[src/design/bdqs_pkg.sv]
// Shared types and constants for the bracket depth and quote scanner.
// Holds character codes, outcome codes, flag and result structs.
// Depends on nothing; bdqs_step, the top level and the testbench import it.
package bdqs_pkg;

  // Default sizing of the scanner.
  localparam int unsigned          MAX_DEPTH_DEF  = 255;
  localparam longint unsigned      MAX_LENGTH_DEF = 64'd65536;

  // Character codes that the scanner reacts to.
  localparam logic [15:0] CH_ROUND_OPEN   = 16'h0028;
  localparam logic [15:0] CH_ROUND_CLOSE  = 16'h0029;
  localparam logic [15:0] CH_SQUARE_OPEN  = 16'h005B;
  localparam logic [15:0] CH_SQUARE_CLOSE = 16'h005D;
  localparam logic [15:0] CH_CURLY_OPEN   = 16'h007B;
  localparam logic [15:0] CH_CURLY_CLOSE  = 16'h007D;
  localparam logic [15:0] CH_DQUOTE       = 16'h0022;
  localparam logic [15:0] CH_SQUOTE       = 16'h0027;
  localparam logic [15:0] CH_BSLASH       = 16'h005C;

  // Outcome codes carried on the result channel.
  localparam logic [2:0] OC_RUNNING      = 3'd0;
  localparam logic [2:0] OC_DEPTH        = 3'd1;
  localparam logic [2:0] OC_UNDERFLOW    = 3'd2;
  localparam logic [2:0] OC_UNTERMINATED = 3'd3;
  localparam logic [2:0] OC_END_FOUND    = 3'd4;
  localparam logic [2:0] OC_END_MISSING  = 3'd5;

  // Single-bit scanner flags that travel together.
  typedef struct packed {
    logic inside_quote;
    logic quote_is_double;
    logic escape_pending;
    logic answer_given;
  } scan_flags_t;

  // One result beat.
  typedef struct packed {
    logic        decided;
    logic [2:0]  outcome;
    logic [8:0]  depth_value;
    logic [15:0] end_position;
  } scan_result_t;

endpackage

[src/design/bdqs_if.sv]
// Valid/ready channel interfaces for the scanner's input and result beats.
// Depends on nothing but plain logic types.
interface bdqs_in_if;
  logic        valid;
  logic        ready;
  logic [15:0] code_unit;
  logic        first_unit;
  logic        last_unit;
  logic [7:0]  start_depth;

  modport source (output valid, code_unit, first_unit, last_unit, start_depth, input ready);
  modport sink   (input valid, code_unit, first_unit, last_unit, start_depth, output ready);
endinterface

interface bdqs_out_if;
  logic        valid;
  logic        ready;
  logic        decided;
  logic [2:0]  outcome;
  logic [8:0]  depth_value;
  logic [15:0] end_position;

  modport source (output valid, decided, outcome, depth_value, end_position, input ready);
  modport sink   (input valid, decided, outcome, depth_value, end_position, output ready);
endinterface

[src/design/bdqs_step.sv]
// Next-state and result logic for one code unit of the scanner.
// Purely combinational; depends on bdqs_pkg for codes and structs.
module bdqs_step
  import bdqs_pkg::*;
#(
  parameter int unsigned  MAX_DEPTH = MAX_DEPTH_DEF,
  parameter int unsigned  DW        = $clog2(MAX_DEPTH + 1),
  parameter logic [15:0]  IDX_CAP   = 16'hFFFF
) (
  input  logic          end_mode,
  input  logic [15:0]   code_unit,
  input  logic          first_unit,
  input  logic          last_unit,
  input  logic [7:0]    start_depth,
  input  logic [DW-1:0] depth_q,
  input  logic [15:0]   idx_q,
  input  scan_flags_t   flags_q,
  output logic [DW-1:0] depth_d,
  output logic [15:0]   idx_d,
  output scan_flags_t   flags_d,
  output scan_result_t  res
);

  localparam logic [DW-1:0] MAXD = DW'(MAX_DEPTH);

  logic          sd_sat;
  logic [DW-1:0] depth_0;
  logic [15:0]   idx_0;
  scan_flags_t   flags_0;
  logic [DW:0]   depth_p1;
  logic          is_quote;
  logic          opener;
  logic          closer;
  logic          underflow;

  // Load the start of a new string, or keep the running state.
  assign sd_sat = {9'd0, start_depth} > 17'(MAX_DEPTH);

  always_comb begin
    if (first_unit) begin
      if (end_mode) begin
        depth_0 = '0;
      end else if (sd_sat) begin
        depth_0 = MAXD;
      end else begin
        depth_0 = DW'(start_depth);
      end
      idx_0   = '0;
      flags_0 = '0;
    end else begin
      depth_0 = depth_q;
      idx_0   = idx_q;
      flags_0 = flags_q;
    end
  end

  // Character classes.
  assign is_quote = (code_unit == CH_DQUOTE) || (code_unit == CH_SQUOTE);
  assign opener   = (code_unit == CH_CURLY_OPEN) ||
                    (!end_mode && ((code_unit == CH_ROUND_OPEN) ||
                                   (code_unit == CH_SQUARE_OPEN)));
  assign closer   = (code_unit == CH_CURLY_CLOSE) ||
                    (!end_mode && ((code_unit == CH_ROUND_CLOSE) ||
                                   (code_unit == CH_SQUARE_CLOSE)));

  // Main scan step: quotes, nesting, then the end of the string.
  always_comb begin
    depth_d   = depth_0;
    idx_d     = idx_0;
    flags_d   = flags_0;
    underflow = 1'b0;
    res       = '{decided: 1'b0, outcome: OC_RUNNING,
                  depth_value: 9'(depth_0), end_position: 16'd0};
    depth_p1  = '0;

    if (!flags_0.answer_given) begin
      if (idx_0 < IDX_CAP) begin
        idx_d = idx_0 + 16'd1;
      end

      if (flags_0.inside_quote) begin
        if (flags_0.escape_pending) begin
          flags_d.escape_pending = 1'b0;
        end else if (code_unit == (flags_0.quote_is_double ? CH_DQUOTE : CH_SQUOTE)) begin
          flags_d.inside_quote = 1'b0;
        end else if (code_unit == CH_BSLASH) begin
          flags_d.escape_pending = 1'b1;
        end
      end else if (is_quote) begin
        flags_d.inside_quote    = 1'b1;
        flags_d.quote_is_double = (code_unit == CH_DQUOTE);
        flags_d.escape_pending  = 1'b0;
      end else if (opener) begin
        if (depth_0 < MAXD) begin
          depth_d = depth_0 + DW'(1);
        end
      end else if (closer) begin
        if (depth_0 == '0) begin
          underflow = 1'b1;
        end else begin
          depth_d = depth_0 - DW'(1);
        end
      end

      depth_p1 = {1'b0, depth_d} + (DW + 1)'(1);

      if (underflow) begin
        flags_d.answer_given = 1'b1;
        res.decided          = 1'b1;
        res.depth_value      = 9'd0;
        if (end_mode) begin
          res.outcome      = OC_END_FOUND;
          res.end_position = idx_0;
        end else begin
          res.outcome = OC_UNDERFLOW;
        end
      end else if (last_unit) begin
        flags_d.answer_given = 1'b1;
        res.decided          = 1'b1;
        res.depth_value      = 9'(depth_d);
        if (end_mode) begin
          res.outcome = OC_END_MISSING;
        end else if (flags_d.inside_quote) begin
          res.outcome     = OC_UNTERMINATED;
          res.depth_value = 9'(depth_p1);
        end else begin
          res.outcome = OC_DEPTH;
        end
      end else begin
        res.depth_value = 9'(depth_d);
      end
    end
  end

endmodule

[src/design/bracket_depth_quote_scanner_unit.sv]
// Top level of the bracket depth and quote scanner.
// Depends on bdqs_pkg, the bdqs_in_if/bdqs_out_if channels and bdqs_step.
//
//   Channel  Direction  Handshake        Payload
//   in_ch    input      valid/ready      code_unit, first_unit, last_unit, start_depth
//   out_ch   output     valid/ready      decided, outcome, depth_value, end_position
//   cfg      input      cfg_we (no wait) cfg_wdata = scan_mode
//
// One beat in and one beat out per cycle when both sides flow.
// A result is offered once its input beat has passed the input register,
// then the step logic feeding the result register. The scan state
// closes a loop through bdqs_step and updates once per beat.
// Reset (rst_n low, synchronous) clears the scan state, the mode and both
// valid flags. A stalled result holds both registers; input is refused only
// when both are full and the result is not taken.
module bracket_depth_quote_scanner_unit
  import bdqs_pkg::*;
#(
  parameter int unsigned     MAX_DEPTH  = MAX_DEPTH_DEF,
  parameter longint unsigned MAX_LENGTH = MAX_LENGTH_DEF
) (
  input  logic       clk,
  input  logic       rst_n,
  bdqs_in_if.sink    in_ch,
  bdqs_out_if.source out_ch,
  input  logic       cfg_we,
  input  logic       cfg_wdata
);

  localparam int unsigned     DW      = $clog2(MAX_DEPTH + 1);
  localparam longint unsigned LEN_CAP = (MAX_LENGTH - 1 > 65535) ? 65535 : MAX_LENGTH - 1;
  localparam logic [15:0]     IDX_CAP = 16'(LEN_CAP);

  logic          mode_r;
  logic          s1_valid_r;
  logic [15:0]   s1_code_r;
  logic          s1_first_r;
  logic          s1_last_r;
  logic [7:0]    s1_start_r;
  logic [DW-1:0] depth_r;
  logic [DW-1:0] depth_nxt;
  logic [15:0]   idx_r;
  logic [15:0]   idx_nxt;
  scan_flags_t   flags_r;
  scan_flags_t   flags_nxt;
  scan_result_t  res_nxt;
  scan_result_t  res_r;
  logic          out_valid_r;
  logic          out_free;
  logic          s1_fire;
  logic          in_fire;

  // Handshake: the result register frees when empty or taken.
  assign out_free    = !out_valid_r || out_ch.ready;
  assign s1_fire     = s1_valid_r && out_free;
  assign in_ch.ready = !s1_valid_r || out_free;
  assign in_fire     = in_ch.valid && in_ch.ready;

  // Mode register.
  always_ff @(posedge clk) begin
    if (!rst_n) begin
      mode_r <= 1'b0;
    end else if (cfg_we) begin
      mode_r <= cfg_wdata;
    end
  end

  // Input register.
  always_ff @(posedge clk) begin
    if (!rst_n) begin
      s1_valid_r <= 1'b0;
    end else if (in_ch.ready) begin
      s1_valid_r <= in_ch.valid;
    end
  end

  always_ff @(posedge clk) begin
    if (in_fire) begin
      s1_code_r  <= in_ch.code_unit;
      s1_first_r <= in_ch.first_unit;
      s1_last_r  <= in_ch.last_unit;
      s1_start_r <= in_ch.start_depth;
    end
  end

  // Scan step for the beat in the input register.
  bdqs_step #(
    .MAX_DEPTH (MAX_DEPTH),
    .DW        (DW),
    .IDX_CAP   (IDX_CAP)
  ) u_step (
    .end_mode    (mode_r),
    .code_unit   (s1_code_r),
    .first_unit  (s1_first_r),
    .last_unit   (s1_last_r),
    .start_depth (s1_start_r),
    .depth_q     (depth_r),
    .idx_q       (idx_r),
    .flags_q     (flags_r),
    .depth_d     (depth_nxt),
    .idx_d       (idx_nxt),
    .flags_d     (flags_nxt),
    .res         (res_nxt)
  );

  // Scan state advances once per beat that moves to the result register.
  always_ff @(posedge clk) begin
    if (!rst_n) begin
      depth_r <= '0;
      idx_r   <= '0;
      flags_r <= '0;
    end else if (s1_fire) begin
      depth_r <= depth_nxt;
      idx_r   <= idx_nxt;
      flags_r <= flags_nxt;
    end
  end

  // Result register.
  always_ff @(posedge clk) begin
    if (!rst_n) begin
      out_valid_r <= 1'b0;
    end else if (out_free) begin
      out_valid_r <= s1_valid_r;
    end
  end

  always_ff @(posedge clk) begin
    if (s1_fire) begin
      res_r <= res_nxt;
    end
  end

  assign out_ch.valid        = out_valid_r;
  assign out_ch.decided      = res_r.decided;
  assign out_ch.outcome      = res_r.outcome;
  assign out_ch.depth_value  = res_r.depth_value;
  assign out_ch.end_position = res_r.end_position;

  // A beat without a decision always reports the running outcome.
  a_running_undecided: assert property (@(posedge clk) disable iff (!rst_n)
    (out_valid_r && !res_r.decided) |-> (res_r.outcome == OC_RUNNING))
    else $error("undecided beat carries a final outcome");

  // Underflow reports a depth of zero.
  a_underflow_zero: assert property (@(posedge clk) disable iff (!rst_n)
    (out_valid_r && res_r.outcome == OC_UNDERFLOW) |-> (res_r.depth_value == 9'd0))
    else $error("underflow with nonzero depth");

  // Only a found closing brace carries a position.
  a_position_only_found: assert property (@(posedge clk) disable iff (!rst_n)
    (out_valid_r && res_r.end_position != 16'd0) |-> (res_r.outcome == OC_END_FOUND))
    else $error("position given without a found brace");

  // A decided beat leaves the string marked as answered.
  a_decided_sets_flag: assert property (@(posedge clk) disable iff (!rst_n)
    (s1_fire && res_nxt.decided) |=> flags_r.answer_given)
    else $error("decision did not set the answered flag");

endmodule

[src/flat_wrapper.sv]
// flat-port wrapper written by rule: the top's interface ports become plain ports
module bracket_depth_quote_scanner_unit_flat import bdqs_pkg::*;
#(
  parameter int unsigned     MAX_DEPTH  = MAX_DEPTH_DEF,
  parameter longint unsigned MAX_LENGTH = MAX_LENGTH_DEF
)
  (clk, rst_n, cfg_we, cfg_wdata, in_ch_valid, in_ch_code_unit, in_ch_first_unit, in_ch_last_unit, in_ch_start_depth, in_ch_ready, out_ch_valid, out_ch_decided, out_ch_outcome, out_ch_depth_value, out_ch_end_position, out_ch_ready);
  bdqs_in_if in_ch_i ();
  bdqs_out_if out_ch_i ();
  input  logic clk;
  input  logic rst_n;
  input  logic cfg_we;
  input  logic cfg_wdata;
  input wire logic [$bits(in_ch_i.valid)-1:0] in_ch_valid;
  input wire logic [$bits(in_ch_i.code_unit)-1:0] in_ch_code_unit;
  input wire logic [$bits(in_ch_i.first_unit)-1:0] in_ch_first_unit;
  input wire logic [$bits(in_ch_i.last_unit)-1:0] in_ch_last_unit;
  input wire logic [$bits(in_ch_i.start_depth)-1:0] in_ch_start_depth;
  output wire logic [$bits(in_ch_i.ready)-1:0] in_ch_ready;
  output wire logic [$bits(out_ch_i.valid)-1:0] out_ch_valid;
  output wire logic [$bits(out_ch_i.decided)-1:0] out_ch_decided;
  output wire logic [$bits(out_ch_i.outcome)-1:0] out_ch_outcome;
  output wire logic [$bits(out_ch_i.depth_value)-1:0] out_ch_depth_value;
  output wire logic [$bits(out_ch_i.end_position)-1:0] out_ch_end_position;
  input wire logic [$bits(out_ch_i.ready)-1:0] out_ch_ready;
  assign in_ch_i.valid = in_ch_valid;
  assign in_ch_i.code_unit = in_ch_code_unit;
  assign in_ch_i.first_unit = in_ch_first_unit;
  assign in_ch_i.last_unit = in_ch_last_unit;
  assign in_ch_i.start_depth = in_ch_start_depth;
  assign in_ch_ready = in_ch_i.ready;
  assign out_ch_valid = out_ch_i.valid;
  assign out_ch_decided = out_ch_i.decided;
  assign out_ch_outcome = out_ch_i.outcome;
  assign out_ch_depth_value = out_ch_i.depth_value;
  assign out_ch_end_position = out_ch_i.end_position;
  assign out_ch_i.ready = out_ch_ready;
  bracket_depth_quote_scanner_unit #(.MAX_DEPTH(MAX_DEPTH), .MAX_LENGTH(MAX_LENGTH)) u_core (.clk(clk), .rst_n(rst_n), .in_ch(in_ch_i), .out_ch(out_ch_i), .cfg_we(cfg_we), .cfg_wdata(cfg_wdata));
endmodule
[config.mk]
export PLATFORM = sky130hd
export DESIGN_NAME = bracket_depth_quote_scanner_unit_flat
export DESIGN_NICKNAME = d
export VERILOG_FILES = /design/src/design/bdqs_pkg.sv /design/src/design/bdqs_if.sv /design/src/design/bdqs_step.sv /design/src/design/bracket_depth_quote_scanner_unit.sv /design/src/flat_wrapper.sv
export SDC_FILE = /design/constraint.sdc
export NUM_CORES = 1
export LEC_CHECK = 0
export BUFFER_PORTS_ARGS = -buffer_cell sky130_fd_sc_hd__buf_2
export CAP_MARGIN = 10
export CORE_AREA = 10 10 192 104
export CTS_CLUSTER_SIZE = 14
export DETAILED_ROUTE_END_ITERATION = 6
export DIE_AREA = 0 0 202 114
export SLEW_MARGIN = 20
export SYNTH_ARGS = -nofsm -noshare
export SYNTH_HDL_FRONTEND = slang
export SYNTH_HIERARCHICAL = 1
export SYNTH_SLANG_ARGS = --single-unit
export TNS_END_PERCENT = 50
[constraint.sdc]
create_clock -name clk -period 7.25 [get_ports clk]
set_clock_uncertainty 0.2 [all_clocks]
set_input_delay 1.45 -clock clk [delete_from_list [all_inputs] [get_ports clk]]
set_output_delay 1.45 -clock clk [all_outputs]
set_load 0.005 [all_outputs]
### After elaboration in Yosys (flattened, before gate mapping)

Cells that the tools add are included.

| storage, ports and cells | value |
|---|---|
| output and inout bits | 31 |
| flip-flop bits (word level) | 86 |
| input port bits | 32 |
| logic and storage cells | 100 |

| cells by class | value |
|---|---|
| reduce and logical (&&, ||, !) cells | 17 |
| add/sub/neg operators | 4 |
| multiplexer cells | 45 |
| magnitude comparators | 2 |
| bitwise logic cells | 4 |
| eq/ne operators | 10 |

Operator list:

| cell | number |
|---|---|
| $eq 16x7->1 const B | 5 |
| $mux 16 | 5 |
| $mux 8 | 10 |
| $eq 16x6->1 const B | 4 |
| $mux 9 | 3 |
| $mux 24 | 1 |
| $mux 1 | 17 |
| $add 16x1->16 const B | 1 |
| $eq 16x6->1 | 1 |
| $lt 16x16->1 const B | 1 |
| $mux 13 | 1 |
| $mux 3 | 4 |
| $mux 4 | 3 |
| $add 8x1->9 const B | 1 |
| $add 8x1->8 const B | 1 |
| $logic_not 8->1 | 1 |
| $lt 8x8->1 const B | 1 |
| $sub 8x1->8 const B | 1 |
| $logic_or 1x1->1 | 7 |
| $reduce_or 5->1 | 1 |
| $logic_and 1x1->1 | 4 |
| $not 1->1 | 4 |
| $logic_not 1->1 | 3 |
| $reduce_or 3->1 | 1 |
| $mux 2 | 1 |

### Depth between registers and ports, before layout

| logic depth | value |
|---|---|
| depth in word-level cells | 15 |
| mapped depth | 19 |
| depth with buffers taken out | 17 |

### By module

The synthesis kept the hierarchy.

Modules (own cells, without submodules):

| module | sequential area each (um^2) | cells each | area each (um^2) | instances |
|---|---|---|---|---|
| bracket_depth_quote_scanner_unit | 2272.2 | 189 | 2901.5 | 1 |
| bdqs_step | 0.0 | 309 | 1984.4 | 1 |

### Least setup slack after synthesis

OpenSTA, ideal clock, no wires.

| timing | value |
|---|---|
| kind | register -> register |
| start point | reg u_core.s1_first_r |
| end point | reg u_core.res_r, in the netlist u_core/out_ch.depth_value[6], data pin |
| slack | 3.357 ns |
| clock period less this slack | 3.893 ns |
| cell stages (with the launch flop) | 19 |
| buffers on the path | 2 |
| setup time | 0.268 ns |
| required time | 6.782 ns |
| data arrival time | 3.425 ns |
| path through | edfxtp_1 -> buf_2 -> buf_2 -> nor2b_1 -> nand2_1 -> o21ai_0 -> ha_1 -> inv_1 -> a221oi_1 -> nand2_1 -> and2_1 -> o21ai_0 -> nand2_1 -> o21ai_0 -> ha_1 -> nand3_1 -> or4_4 -> xnor2_1 -> o22ai_1 |

RTL lines:

| what | line | text |
|---|---|---|
| from (decl) | bracket_depth_quote_scanner_unit.sv:37 | `logic s1_first_r;` |
| from (signal assigned) | bracket_depth_quote_scanner_unit.sv:80 | `s1_first_r <= in_ch.first_unit;` |
| to (signal assigned) | bracket_depth_quote_scanner_unit.sv:130 | `res_r <= res_nxt;` |
| to (decl) | bracket_depth_quote_scanner_unit.sv:47 | `scan_result_t res_r;` |

==> qor.csv <==
metric,value,unit
Worst Hold Class,reg -> reg,
RSZ-0062 raised after global routing,no,
Synth area leaders,"edfxtp_1 (34%), dfxtp_1 (13%), mux2i_1 (6.6%)",
initial antenna violation count,0,
ANT cells,0,
number of routed nets with antenna violations,0,
Slew Limit Fails,0,
clock network fraction of design power,42.3,%
final setup violation count,0,
GP Congestion,0.912,
initial DRC count,361,
Synth area leader,edfxtp_1,
Bufs and invs on worst path,2,
Leak,0.00200,µW
vias in the first global route,3915,
# H-tree levels,3,
fillcell total,1729,
latest clock arrival within the worst-skew pair,0.35,ns
CP max-delay cell,or4_4,
Syn Nets,533,
async set-or-reset flop fraction in the synthesized netlist,0,%
row count,34,
Sw Share,25.4,%
outcome,completed,
cell family with most CP delay,simple AND/OR/NAND/NOR gates,
Setup CP Type,reg -> reg,
die width,202,µm
initial core utilization,29.1,%
top-count cell post-synth,nand2_1,
All-Layer GR Usage,11.8,%
CP Capture Type,flip-flop,
Final Non-Filler Cells,790,
maximum VDD drop,0.0000864,V
Sequential Power Share,48.1,%
Critical Path Source Type,flip-flop,
Gate power share,9.7,%
Final Cell Area,0.00570,mm²
post-CTS setup buffers,0,
CTS Buf Count,9,
nets,586,
"Avg Cell Area, Syn",9.81,µm²
clock sink count,86,
DP HPWL,10200,µm
global route overflow,0,
DRT Pass-1 Iters,5,
Synth warnings,6,
cells after synthesis,498,
"Core Util, Final",33.9,%
Worst-Margin Slew,1.04,ns
Worst EP arrival,4.36,ns
register bit total from synthesis,86,
Synth Cell Area,0.00489,mm²
layout cells sized above 1,18.2,%
die area,0.0230,mm²
Clock transition at path regs,0.07,ns
post-cts sizing count,0,
Vias/cell,4.96,
IO Pins,63,
WL/cell,17.1,µm
Routed WL,13500,µm
wire length of the first global-routing pass,21900,µm
"EDFF count, synth",55,
f_max,222,MHz
Netlist cell types,69,
crit-path max cell delay,0.45,ns
core box area,0.0168,mm²
worst-path maximum fanout,52,
Longest Clk Path Bufs,2,
Yosys top cell area share,33.8,%
Internal,868,µW
Post-CTS Hold Fix Bufs,0,
WP data required,7.11,ns
"Area growth, synth to finish",16.6,%
pwr/cell area,204,mW/mm²
Final period util,62.1,%
Post-route DRC,0,
setup TNS,0,ns
Placed Cells,774,
relative slew slack,30.3,%
Final Hold Viols,0,
pin count of the biggest net entering global routing,60,
MaxCap Viol Count,0,
Via Count,3922,
Tot Pwr,1160,µW
die height,114,µm
CTS tree,done,
most frequent cells after synthesis,"nand2_1 (83), edfxtp_1 (55), nor2_1 (45)",
root buffer cell,clkbuf_16,
Final min period,4.50,ns
placed cell areas,0.00538,mm²
ys flop type,edfxtp_1,
Buffers on Ports,62,
sequential-to-total area share from yosys stat,46.5,%
critical-path cell list,"buf_4, nor2b_1, nand2_1, o21ai_0, ha_1, inv_1, a221oi_1, nand2_1, and2_1, o21ai_0, nand2_1, o21ai_0, ha_1, nand3_1, or4_4, xnor2_1, o22ai_1",
Net Sw Power,296,µW
==> sequential cells by signal, summed over array words and instances (netlist names) <==
name and cells:
u_core/idx_r 16, u_core/out_ch.end_position 16, u_core/s1_code_r 16, u_core/out_ch.depth_value 9
u_core/depth_r 8, u_core/s1_start_r 8, u_core/flags_r 4, u_core/out_ch.outcome 3
u_core/mode_r 1, u_core/out_ch.decided 1, u_core/out_ch.valid 1, u_core/s1_first_r 1
u_core/s1_last_r 1, u_core/s1_valid_r 1
==> worst reg2reg max path: stages (launching register included) <==
cell	delay (ns)
edfxtp_1	0.32
buf_4	0.43
nor2b_1	0.28
nand2_1	0.07
o21ai_0	0.19
ha_1	0.38
inv_1	0.12
a221oi_1	0.36
nand2_1	0.11
and2_1	0.20
o21ai_0	0.26
nand2_1	0.08
o21ai_0	0.17
ha_1	0.23
nand3_1	0.11
or4_4	0.45
xnor2_1	0.15
o22ai_1	0.11
==> placed cells by master, fill, tap and decap left out, types with 9 or more instances in the layout <==
cell type	n
a21oi_1	23
and2_1	16
buf_2	62
clkbuf_16	9
dfxtp_1	31
edfxtp_1	55
mux2i_1	32
nand2_1	83
nand2b_1	11
nand3_1	14
nand3b_1	11
nor2_1	45
nor2b_1	19
o21ai_0	13
xor2_1	12
==> per-layer routing <==
metal	vias up	track usage, %	routed length, µm
met5	-	0	0
met4	0	2.44	74
met3	11	4.50	1200
met2	136	16.0	5210
met1	1873	17.2	7030
li1	1902	-	-
==> area by class of cell <==
cell class	count	area, µm²	area share (%)
multi-input combinational	384	2470	43.3
sequential	86	2270	39.9
timing repair buffer	65	333	5.84
tap	234	293	5.14
clock buffer	10	239	4.19
clock inverter	6	75.1	1.32
inverter	5	18.8	0.329
==> through the flow <==
| stage | hold WS [ns] | setup slack [ns] |
|---|---|---|
| floorplan | 0.235 | 3.36 |
| global placement | 0.244 | 2.95 |
| detailed placement | 0.262 | 2.88 |
| CTS | 0.277 | 2.86 |
| global route | 0.309 | 2.40 |
| finish | 0.273 | 2.75 |
==> logic make-up (layout without fill, tap and decap cells) <==
group | Yosys count | after routing | synth area share (%)
flip-flops | 86 | 86 | 46.5
adder cells (fa/ha/maj) | 3 | 3 | 0.768
AO/OA/AOI/OAI | 74 | 74 | 10.4
AND/OR/NAND/NOR | 255 | 255 | 29.1
buffers and inverters | 28 | 86 | 3.02
multiplexers | 33 | 33 | 6.79
XOR/XNOR | 19 | 19 | 3.41
==> power by group through the flow <==
stage	logic (µW)	registers, µW	clock network [µW]
3_3_place_gp	110	570	0
6_report	112	559	492
4_1_cts	112	560	503
2_1_floorplan	76.0	564	0
5_1_grt	123	562	521
3_5_place_dp	111	570	0
==> final timing paths <==
kind                                      from  cells after the start                                endpoint  slack, ns
setup / recovery   u_core/s1_first_r$_DFFE_PP_                     17  u_core/out_ch.depth_value[6]$_DFFE_PP_       2.75
hold / removal    u_core/idx_r[0]$_SDFFE_PN0P_                      2            u_core/idx_r[0]$_SDFFE_PN0P_       0.27
setup reg to reg   u_core/s1_first_r$_DFFE_PP_                     17  u_core/out_ch.depth_value[6]$_DFFE_PP_       2.75
hold reg to reg   u_core/idx_r[0]$_SDFFE_PN0P_                      2            u_core/idx_r[0]$_SDFFE_PN0P_       0.27
Note: power is estimated with default switching activity, not from simulation.
